### src/design/assert_macros.svh
// Assertion macros shared by the address region table modules.
`ifndef ASSERT_MACROS_SVH
`define ASSERT_MACROS_SVH
`ifndef SYNTHESIS
// Property that must hold at every clock edge outside reset.
`define ART_ASSERT(lbl, clk, rst_n, prop, msg) \
  lbl: assert property (@(posedge clk) disable iff (!rst_n) (prop)) else $error(msg);
// Same-cycle implication outside reset.
`define ART_ASSERT_IMP(lbl, clk, rst_n, ante, cons, msg) \
  lbl: assert property (@(posedge clk) disable iff (!rst_n) (ante) |-> (cons)) else $error(msg);
// Next-cycle implication outside reset.
`define ART_ASSERT_NXT(lbl, clk, rst_n, ante, cons, msg) \
  lbl: assert property (@(posedge clk) disable iff (!rst_n) (ante) |=> (cons)) else $error(msg);
`else
`define ART_ASSERT(lbl, clk, rst_n, prop, msg)
`define ART_ASSERT_IMP(lbl, clk, rst_n, ante, cons, msg)
`define ART_ASSERT_NXT(lbl, clk, rst_n, ante, cons, msg)
`endif
`endif

### src/design/art_pkg.sv
// Types, constants and codes of the address region table.
`timescale 1ns / 1ps
package art_pkg;

  localparam int REGIONS = 16;
  localparam int IDX_W   = (REGIONS > 1) ? $clog2(REGIONS) : 1;
  localparam int ADDR_W  = 64;
  localparam int PERM_W  = 8;
  localparam int STAT_W  = 2;

  localparam logic [IDX_W-1:0] LAST_IDX = IDX_W'(REGIONS - 1);

  // Item modes
  localparam logic MODE_ADD    = 1'b0;
  localparam logic MODE_LOOKUP = 1'b1;

  // Result status codes
  localparam logic [STAT_W-1:0] STAT_OK      = 2'd0;
  localparam logic [STAT_W-1:0] STAT_OVERLAP = 2'd1;
  localparam logic [STAT_W-1:0] STAT_FULL    = 2'd2;

  typedef struct packed {
    logic              mode;
    logic [ADDR_W-1:0] address;
    logic [ADDR_W-1:0] length;
    logic [PERM_W-1:0] perm;
  } in_item_t;

  typedef struct packed {
    logic [STAT_W-1:0] status;
    logic              hit;
    logic [PERM_W-1:0] found_perm;
    logic [ADDR_W-1:0] found_base;
    logic [ADDR_W-1:0] covered_bytes;
  } out_item_t;

  typedef enum logic [1:0] {
    ST_IDLE,
    ST_SCAN,
    ST_DRAIN,
    ST_COMMIT
  } ctrl_state_t;

  // Controller to datapath
  typedef struct packed {
    logic             capture;
    logic             rd_en;
    logic [IDX_W-1:0] rd_idx;
    logic             commit;
  } ctrl_cmd_t;

  // Datapath to controller
  typedef struct packed {
    logic out_free;
  } dp_status_t;

endpackage

### src/design/art_ctrl.sv
// Sequencer for the region scan: capture, entry walk, drain and commit.
`timescale 1ns / 1ps
`include "assert_macros.svh"
module art_ctrl (
  input  logic                clk,
  input  logic                rst_n,
  input  logic                in_valid,
  output logic                in_stall,
  input  art_pkg::dp_status_t status,
  output art_pkg::ctrl_cmd_t  cmd
);

  art_pkg::ctrl_state_t state_r, state_nxt;
  logic [art_pkg::IDX_W-1:0] cnt_r, cnt_nxt;

  // State and scan counter registers
  always_ff @(posedge clk) begin
    if (!rst_n) begin
      state_r <= art_pkg::ST_IDLE;
      cnt_r   <= '0;
    end else begin
      state_r <= state_nxt;
      cnt_r   <= cnt_nxt;
    end
  end

  // Next state
  always_comb begin
    state_nxt = state_r;
    case (state_r)
      art_pkg::ST_IDLE: begin
        if (in_valid) state_nxt = art_pkg::ST_SCAN;
      end
      art_pkg::ST_SCAN: begin
        if (cnt_r == art_pkg::LAST_IDX) state_nxt = art_pkg::ST_DRAIN;
      end
      art_pkg::ST_DRAIN: begin
        state_nxt = art_pkg::ST_COMMIT;
      end
      art_pkg::ST_COMMIT: begin
        if (status.out_free) state_nxt = art_pkg::ST_IDLE;
      end
      default: begin
        state_nxt = art_pkg::ST_IDLE;
      end
    endcase
  end

  // Outputs and counter update
  always_comb begin
    in_stall    = 1'b1;
    cmd.capture = 1'b0;
    cmd.rd_en   = 1'b0;
    cmd.rd_idx  = cnt_r;
    cmd.commit  = 1'b0;
    cnt_nxt     = cnt_r;
    case (state_r)
      art_pkg::ST_IDLE: begin
        in_stall    = 1'b0;
        cmd.capture = in_valid;
        cnt_nxt     = '0;
      end
      art_pkg::ST_SCAN: begin
        cmd.rd_en = 1'b1;
        if (cnt_r != art_pkg::LAST_IDX) cnt_nxt = cnt_r + 1'b1;
      end
      art_pkg::ST_DRAIN: begin
        cmd.rd_en = 1'b0;
      end
      art_pkg::ST_COMMIT: begin
        cmd.commit = status.out_free;
      end
      default: begin
        in_stall = 1'b1;
      end
    endcase
  end

  `ART_ASSERT_IMP(a_cnt_bound, clk, rst_n, state_r == art_pkg::ST_SCAN, cnt_r <= art_pkg::LAST_IDX, "scan index beyond table")
  `ART_ASSERT_NXT(a_commit_idle, clk, rst_n, cmd.commit, state_r == art_pkg::ST_IDLE && !in_stall, "commit did not return to idle")
  `ART_ASSERT_NXT(a_drain_commit, clk, rst_n, state_r == art_pkg::ST_DRAIN, state_r == art_pkg::ST_COMMIT, "drain not followed by commit")

endmodule

### src/design/art_dp.sv
// Region storage, per-entry compare, result accumulation and output register.
`timescale 1ns / 1ps
`include "assert_macros.svh"
module art_dp (
  input  logic                clk,
  input  logic                rst_n,
  input  art_pkg::in_item_t   in_data,
  input  art_pkg::ctrl_cmd_t  cmd,
  output art_pkg::dp_status_t status,
  output logic                out_valid,
  input  logic                out_stall,
  output art_pkg::out_item_t  out_data
);

  // Region memories; contents are only trusted where the used bit is set
  logic [art_pkg::ADDR_W-1:0] base_mem [art_pkg::REGIONS];
  logic [art_pkg::ADDR_W-1:0] len_mem  [art_pkg::REGIONS];
  logic [art_pkg::PERM_W-1:0] perm_mem [art_pkg::REGIONS];
  logic [art_pkg::REGIONS-1:0] used_r;

  art_pkg::in_item_t          item_r;
  logic                       rd_vld_r;
  logic [art_pkg::IDX_W-1:0]  rd_idx_r;
  logic [art_pkg::ADDR_W-1:0] rd_base_r;
  logic [art_pkg::ADDR_W-1:0] rd_len_r;
  logic [art_pkg::PERM_W-1:0] rd_perm_r;

  logic                       clash_r;
  logic                       hit_r;
  logic [art_pkg::PERM_W-1:0] fperm_r;
  logic [art_pkg::ADDR_W-1:0] fbase_r;
  logic                       free_found_r;
  logic [art_pkg::IDX_W-1:0]  free_idx_r;
  logic [art_pkg::ADDR_W-1:0] total_r;

  logic                       out_valid_r;
  art_pkg::out_item_t         out_data_r;

  logic                       ent_used;
  logic [art_pkg::ADDR_W-1:0] diff_ba;
  logic [art_pkg::ADDR_W-1:0] diff_ab;
  logic                       ent_conflict;
  logic                       ent_holds;
  logic                       add_ok;
  logic [art_pkg::STAT_W-1:0] res_status;
  logic [art_pkg::ADDR_W-1:0] total_new;

  // Compare the entry read last cycle against the held item
  always_comb begin
    ent_used     = used_r[rd_idx_r];
    diff_ba      = rd_base_r - item_r.address;
    diff_ab      = item_r.address - rd_base_r;
    ent_conflict = (rd_base_r == item_r.address) ||
                   ((rd_base_r > item_r.address) && (diff_ba < item_r.length)) ||
                   ((item_r.address > rd_base_r) && (diff_ab < rd_len_r));
    ent_holds    = (item_r.address >= rd_base_r) && (diff_ab < rd_len_r);
  end

  // Result of the finished scan
  always_comb begin
    add_ok     = (item_r.mode == art_pkg::MODE_ADD) && !clash_r && free_found_r;
    total_new  = total_r + item_r.length;
    res_status = art_pkg::STAT_OK;
    if (item_r.mode == art_pkg::MODE_ADD) begin
      if (clash_r) res_status = art_pkg::STAT_OVERLAP;
      else if (!free_found_r) res_status = art_pkg::STAT_FULL;
    end
  end

  assign status.out_free = !out_valid_r || !out_stall;
  assign out_valid       = out_valid_r;
  assign out_data        = out_data_r;

  // Memory read port and commit write port
  always_ff @(posedge clk) begin
    if (cmd.rd_en) begin
      rd_base_r <= base_mem[cmd.rd_idx];
      rd_len_r  <= len_mem[cmd.rd_idx];
      rd_perm_r <= perm_mem[cmd.rd_idx];
    end
    if (cmd.commit && add_ok) begin
      base_mem[free_idx_r] <= item_r.address;
      len_mem[free_idx_r]  <= item_r.length;
      perm_mem[free_idx_r] <= item_r.perm;
    end
  end

  // Held item and scan accumulators
  always_ff @(posedge clk) begin
    rd_idx_r <= cmd.rd_idx;
    if (cmd.capture) begin
      item_r       <= in_data;
      clash_r      <= 1'b0;
      hit_r        <= 1'b0;
      fperm_r      <= '0;
      fbase_r      <= '0;
      free_found_r <= 1'b0;
      free_idx_r   <= '0;
    end else if (rd_vld_r) begin
      if (ent_used) begin
        if (ent_conflict) clash_r <= 1'b1;
        // first hit in slot order wins
        if (item_r.mode == art_pkg::MODE_LOOKUP && ent_holds && !hit_r) begin
          hit_r   <= 1'b1;
          fperm_r <= rd_perm_r;
          fbase_r <= rd_base_r;
        end
      end else if (!free_found_r) begin
        free_found_r <= 1'b1;
        free_idx_r   <= rd_idx_r;
      end
    end
  end

  // Control state: read valid, used bits, running total, output beat
  always_ff @(posedge clk) begin
    if (!rst_n) begin
      rd_vld_r    <= 1'b0;
      used_r      <= '0;
      total_r     <= '0;
      out_valid_r <= 1'b0;
    end else begin
      rd_vld_r <= cmd.rd_en;
      if (cmd.commit && add_ok) begin
        used_r[free_idx_r] <= 1'b1;
        total_r            <= total_new;
      end
      if (cmd.commit) out_valid_r <= 1'b1;
      else if (!out_stall) out_valid_r <= 1'b0;
    end
  end

  // Output payload, loaded at commit
  always_ff @(posedge clk) begin
    if (cmd.commit) begin
      out_data_r.status        <= res_status;
      out_data_r.hit           <= hit_r;
      out_data_r.found_perm    <= fperm_r;
      out_data_r.found_base    <= fbase_r;
      out_data_r.covered_bytes <= add_ok ? total_new : total_r;
    end
  end

  `ART_ASSERT_IMP(a_free_slot, clk, rst_n, cmd.commit && add_ok, !used_r[free_idx_r], "add into a used slot")
  `ART_ASSERT_NXT(a_out_hold, clk, rst_n, out_valid_r && out_stall, out_valid_r, "stalled beat dropped")
  `ART_ASSERT(a_hit_lookup, clk, rst_n, !(out_valid_r && out_data_r.hit && out_data_r.status != art_pkg::STAT_OK), "hit with non-ok status")

endmodule

### src/design/address_region_table.sv
// Top level of the address region table.
`timescale 1ns / 1ps
// Address region table: stores up to art_pkg::REGIONS non-overlapping regions
// (base, length, flags). Mode 0 adds a region into the lowest free slot unless
// a stored region conflicts with it (status 1) or the table is full (status 2);
// mode 1 looks up an address and returns hit, flags and base of the first
// matching slot. Every result carries the running sum of stored lengths,
// modulo 2^64. One item is in work at a time. After the accepting edge the
// stored entries are read from the region memory one slot per cycle over its
// single read port, followed by a drain state to compare the last entry and a
// commit state that loads the result beat into the output register. The commit
// state stretches for as long as the output register still holds a stalled
// beat. The input is taken in the idle state after a commit, so a new item is
// not accepted before the last one is committed. A finished result waits in the
// output register while the next item is accepted and scanned. After reset the
// table is empty at once; there is no clearing pass.
module address_region_table (
  input  logic               clk,
  input  logic               rst_n,
  input  logic               in_valid,
  output logic               in_stall,
  input  art_pkg::in_item_t  in_data,
  output logic               out_valid,
  input  logic               out_stall,
  output art_pkg::out_item_t out_data
);

  art_pkg::ctrl_cmd_t  cmd;
  art_pkg::dp_status_t status;

  art_ctrl u_ctrl (
    .clk      (clk),
    .rst_n    (rst_n),
    .in_valid (in_valid),
    .in_stall (in_stall),
    .status   (status),
    .cmd      (cmd)
  );

  art_dp u_dp (
    .clk       (clk),
    .rst_n     (rst_n),
    .in_data   (in_data),
    .cmd       (cmd),
    .status    (status),
    .out_valid (out_valid),
    .out_stall (out_stall),
    .out_data  (out_data)
  );

endmodule
### config.mk
export PLATFORM = sky130hd
export DESIGN_NAME = address_region_table
export DESIGN_NICKNAME = d
export VERILOG_FILES = /design/src/design/art_pkg.sv /design/src/design/art_ctrl.sv /design/src/design/art_dp.sv /design/src/design/address_region_table.sv
export VERILOG_INCLUDE_DIRS = /design/src /design/src/design
export SDC_FILE = /design/constraint.sdc
export NUM_CORES = 2
export LEC_CHECK = 0
export ABC_AREA = 0
export BUFFER_PORTS_ARGS = -buffer_cell sky130_fd_sc_hd__buf_2
export CAP_MARGIN = 20
export CORE_UTILIZATION = 62
export CTS_CLUSTER_DIAMETER = 50
export DETAILED_ROUTE_END_ITERATION = 16
export GPL_TIMING_DRIVEN = 0
export PLACE_DENSITY = 0.77
export SKIP_CTS_REPAIR_TIMING = 1
export SYNTH_ARGS = -nofsm -noshare
export SYNTH_HDL_FRONTEND = slang
export SYNTH_SLANG_ARGS = --single-unit
### constraint.sdc
create_clock -name clk -period 37.7 [get_ports clk]
set_input_delay 7.54 -clock clk [delete_from_list [all_inputs] [get_ports clk]]
set_output_delay 7.54 -clock clk [all_outputs]
set_load 0.01 [all_outputs]
After elaboration in Yosys (flattened, before gate mapping)
Memories as Yosys holds them, arrays and structs flattened. A register that Yosys moved wholly into a read port is not among the register bits.
Index checks and enable logic that the tools add are counted.
- bits in registers: 447
- memory bits (writable): 2176
- input bits: 141
- logic and storage cells: 99
- memories: 3
- memory list (name ; words ; bits a word ; read ports ; clocked after memory_dff ; write ports ; RTL line ; source):
    u_dp.base_mem ; 16 ; 64 ; 1 ; 1 ; 1 ; art_dp.sv:16 ; logic [art_pkg::ADDR_W-1:0] base_mem [art_pkg::REGIONS];
    u_dp.len_mem ; 16 ; 64 ; 1 ; 1 ; 1 ; art_dp.sv:17 ; logic [art_pkg::ADDR_W-1:0] len_mem [art_pkg::REGIONS];
    u_dp.perm_mem ; 16 ; 8 ; 1 ; 1 ; 1 ; art_dp.sv:18 ; logic [art_pkg::PERM_W-1:0] perm_mem [art_pkg::REGIONS];
- add/sub/neg operators: 4
- $lt $le $gt $ge: 8
- eq/ne operators: 11
- multiplexer cells: 21
- bitwise operators: 4
- reduce and logical (&&, ||, !) cells: 25
- operators by type and width (cell ; count):
    64-bit greater-than comparator ; 2
    64-bit less-than comparator ; 2
    64-bit subtractor ; 2
    64-bit adder ; 1
    64-bit == test ; 1
    64-bit >= comparator ; 1
    64-bit 2-to-1 mux ; 1
    16-bit bitwise OR ; 1
    3-bit AND reduction ; 4
    1-bit 2-to-1 mux ; 11
    4-bit by 5-bit less-than comparator with 1-bit output, second input constant ; 2
    1-bit logical AND ; 9
    2-bit 2-to-1 mux ; 4
    2-bit by 1-bit != test with 1-bit output, second input constant ; 4
    2-bit one-hot mux with 4 select lines ; 1
    4-bit one-hot mux with 2 select lines ; 1
    4-bit by 1-bit adder with 4-bit output, second input constant ; 1
    1-bit binary-select mux with 4-bit select ; 1
    1-bit demux with 4-bit select ; 1
    2-bit == test, second input constant ; 2
    4-bit == test, second input constant ; 1
    4-bit by 1-bit >= comparator with 1-bit output, second input constant ; 1
    1-bit logical NOT ; 4
    4-bit 2-to-1 mux ; 1
    other kinds (9) ; 14

Depth between registers and ports, before layout
- depth after elaboration: 6
- gate-level depth with buffers: 27
- mapped depth without buffers: 25

Cells and area by module
From an unflattened synthesis, not the netlist that was laid out.
- cells, all modules: 6482
- area total of the unflattened synthesis: 115564.6 um^2
- modules (own cells, without submodules) (module ; instances ; cells each ; area each (um^2) ; sequential area each (um^2)):
    art_dp ; 1 ; 6439 ; 115191.7 ; 81017.7
    art_ctrl ; 1 ; 43 ; 372.9 ; 120.1

Least setup slack after synthesis
Ideal clock, no wire load.
- kind: input to register
- from: input port out_stall
- to: memory u_dp.base_mem[0][0] (netlist bit) (enable)
- data arrival time: 29130 ps
- data required time: 36900 ps
- path slack: 7770 ps
- stages on the path: 4
- path through: a21boi_0 -> nand2_1 -> or3_1 -> nor3_1
- longest elaborated chain between the ends: 6
- RTL lines (what ; RTL line ; source):
    from (decl) ; address_region_table.sv:24 ; input logic out_stall,
    1-bit logical NOT ; art_dp.sv:70 ; assign status.out_free = !out_valid_r || !out_stall;
    1-bit logical OR ; art_dp.sv:70 ;
    1-bit 2-to-1 mux ; art_ctrl.sv:57 ; case (state_r)
    1-bit logical AND ; art_dp.sv:81 ; if (cmd.commit && add_ok) begin
    1-bit 2-to-1 mux ; art_dp.sv:81 ;
    1-bit 2-to-1 mux (implied by the code) ; art_dp.sv:82 ; base_mem[free_idx_r] <= item_r.address;
    to (decl) ; art_dp.sv:16 ;
Every way passes these cells.

==> qor.yml <==
finClkSkew_ps: 65.42
crit_type: "primary input to flop"
nFillCells: 10830
multi_input_area_mm2: 0.03221
top_layer: "met5"
final_nets: 7816
final_min_period_over_clock_period_pct: 29.26
drv_slew: 0
relSlewSlack_pct: 17.06
r2r_start: "u_dp.item_r[77]$_DFFE_PP_"
max_freq_mhz: 90.64
end_kind: "flop"
grt_usage_pct: 38.16
cp.required_ps: 38330
core.rowCount: 158
initial_core_util_pct: 62.44
cts_root_buffer: "clkbuf_16"
dr_wl_met3_um: 44830
core_area_mm2: 0.1854
tns_ps: 0
peakVddDrop_uv: 59.99
die-area_mm2: 0.1885
drt_pass1_iterations: 8
finalPower_mw: 9.017
wl_met1_um: 125400
hpwl_um: 234200
finalHoldViolCount: 0
clk_pin_slew_ps: 60
synth_edf_count: 2588
max_cap_viol_count: 0
status: "finished clean"
critical_path_arrival_ps: 11670
die_w_um: 434.1
final_cell_mix: "edfxtp_1 (2588), mux4_2 (670), a21oi_1 (345)"
layout_commonest_cell: "edfxtp_1"
tightest_slew_ps: 1244
worstSetupStartpointType: "primary input"
layout-drive-gt1-share_pct: 22.87
crit_path_max_fanout: 27
synth.distinct_cells: 94
yosysSeqAreaShare_pct: 70.08
wl_um: 357900
die_h_um: 434.1
synth-seq-cells: 2759
rsz0062_at_grt: "false"
power_density_mw_per_mm2: 67.46
drtAntennaViolNets: 0
crit_start: "out_stall"
hp-class: "flop to flop"
antenna_found_initial: 29
cts_sinks: 2759
drc_errors: 0
via_count: 69480
fin_crit_ps: 11030
grt_max_degree: 48
cts_buffers: 293
cts_buffer_depth: 4
setup_viol: 0
gp_congestion: 0.9937
synth_area_mm2: 0.1158
met2_wirelength_um: 168300
area_growth_pct: 15.44
first_global_vias: 68900
avgSynthCellArea_um2: 17.71
synth_nets: 7004
port_buffers: 280
synthCells: 6538
htree_num_levels: 5
synthArstFlopShare_pct: 0
p_leak_nw: 45.98
yosysWarnings: 0
wl_per_cell_um: 35.55
ff_latch_area_mm2: 0.08114
reg2reg_to: "u_dp.fperm_r[1]$_SDFFE_PP0P_"
ff2ff_setup_slack_ps: 29680
drt_iter0_markers: 10350
via_per_inst: 6.902
reg2regPathDepth: 23
timing.hold.ws_ps: 387.0
dominantRegCellSynth: "edfxtp_1"
io_pins: 282
cp-endpoint: "u_dp.base_mem[12][33]$_DFFE_PP_"
tritoncts: "yes"
grt_overflow: 0
clock_latency_ps: 980
grt_first_pass_wirelength_um: 498200
## state kept, by name (all words and copies together) (netlist names), 4 cells and up
name / flops
u_dp.perm_mem: 128
u_dp.fperm_r: 8
u_dp.out_data: 139
u_dp.rd_perm_r: 8
u_dp.rd_idx_r: 4
u_dp.free_idx_r: 4
u_dp.base_mem: 1024
u_ctrl.cnt_r: 4
u_dp.rd_len_r: 64
u_dp.used_r: 16
u_dp.total_r: 64
u_dp.len_mem: 1024
u_dp.item_r: 137
u_dp.rd_base_r: 64
u_dp.fbase_r: 64
## where the power goes
part           leakage, nW  switching (mW)  internal, mW  total [mW]
Sequential            24.8           0.284          3.63        3.92
Combinational         16.7            1.40         0.886        2.29
Clock                 4.45            1.20          1.62        2.81
Total                 46.0            2.88          6.13        9.02
## layer usage
metal / up-vias / GRT usage (%)
li1: 27640 / -
met1: 35210 / 50.77
met2: 5612 / 59.71
met3: 1007 / 9.507
met4: 14 / 17.96
met5: - / 0
## kinds of logic after synthesis
| kind of cell | Yosys count | share of synthesized area [%] |
|---|---|---|
| compound gates | 1006 | 5.455 |
| xor+xnor | 182 | 1.377 |
| fa+ha+maj | 325 | 3.532 |
| buf+inv | 632 | 2.215 |
| flops | 2759 | 70.08 |
| mux | 766 | 13.87 |
| simple gates | 868 | 3.473 |
## final cells by class
cell class | count | area share, %
Sequential cell | 2759 | 60.71
Clock buffer | 364 | 5.894
Timing Repair Buffer | 517 | 4.036
Tap cell | 2480 | 2.322
Inverter | 319 | 0.8959
Buffer | 313 | 1.039
Antenna cell | 24 | 0.04493
Multi-Input combinational cell | 3147 | 24.10
Clock inverter | 144 | 0.9670
## through the flow
stage	std cells	instance area (um2)	worst slack, ps	utilization, %
global route	10050	133600	26610	72.06
finish	10070	133700	26670	72.08
global placement	9298	120300	-16040	64.87
floorplan	6538	115800	7770	-
detailed placement	9505	124000	25910	66.86
CTS	10010	133200	26820	71.81
## synthesized netlist by cell type (109+ instances only)
cell | instances | area (um2)
mux4_2 | 670 | 15090
edfxtp_1 | 2588 | 77710
nand2_1 | 231 | 867.1
ha_1 | 322 | 4029
a21oi_1 | 345 | 1727
dfxtp_1 | 171 | 3423
nor2_1 | 328 | 1231
clkbuf_1 | 190 | 713.2
inv_1 | 318 | 1194
a21o_1 | 153 | 1149
xnor2_1 | 109 | 954.7
o21ai_0 | 225 | 1126
## worst min-delay path by stage
stage	from	end	depth (start not counted)
finish	u_ctrl.cnt_r[2]$_SDFFE_PN0P_	u_dp.rd_idx_r[2]$_DFF_P_	0
global route	u_ctrl.cnt_r[2]$_SDFFE_PN0P_	u_dp.rd_idx_r[2]$_DFF_P_	0
CTS	u_ctrl.cnt_r[2]$_SDFFE_PN0P_	u_dp.rd_idx_r[2]$_DFF_P_	0
detailed placement	u_ctrl.cnt_r[2]$_SDFFE_PN0P_	u_dp.rd_idx_r[2]$_DFF_P_	0
global placement	u_ctrl.cnt_r[2]$_SDFFE_PN0P_	u_dp.rd_idx_r[2]$_DFF_P_	0
floorplan	u_ctrl.cnt_r[2]$_SDFFE_PN0P_	u_dp.rd_idx_r[2]$_DFF_P_	0
## worst max-delay path, cell delays in order
cell      delay [ps]
buf_2            130
a21boi_4         270
buf_12           240
and2_1           150
clkbuf_1         490
nand3_1          440
nor3_2          1000
buf_6            290
buf_8            180
buf_6            180
buf_6            170
buf_6            190
buf_6            170
buf_6            170
Power figures use the tool's default switching activity.
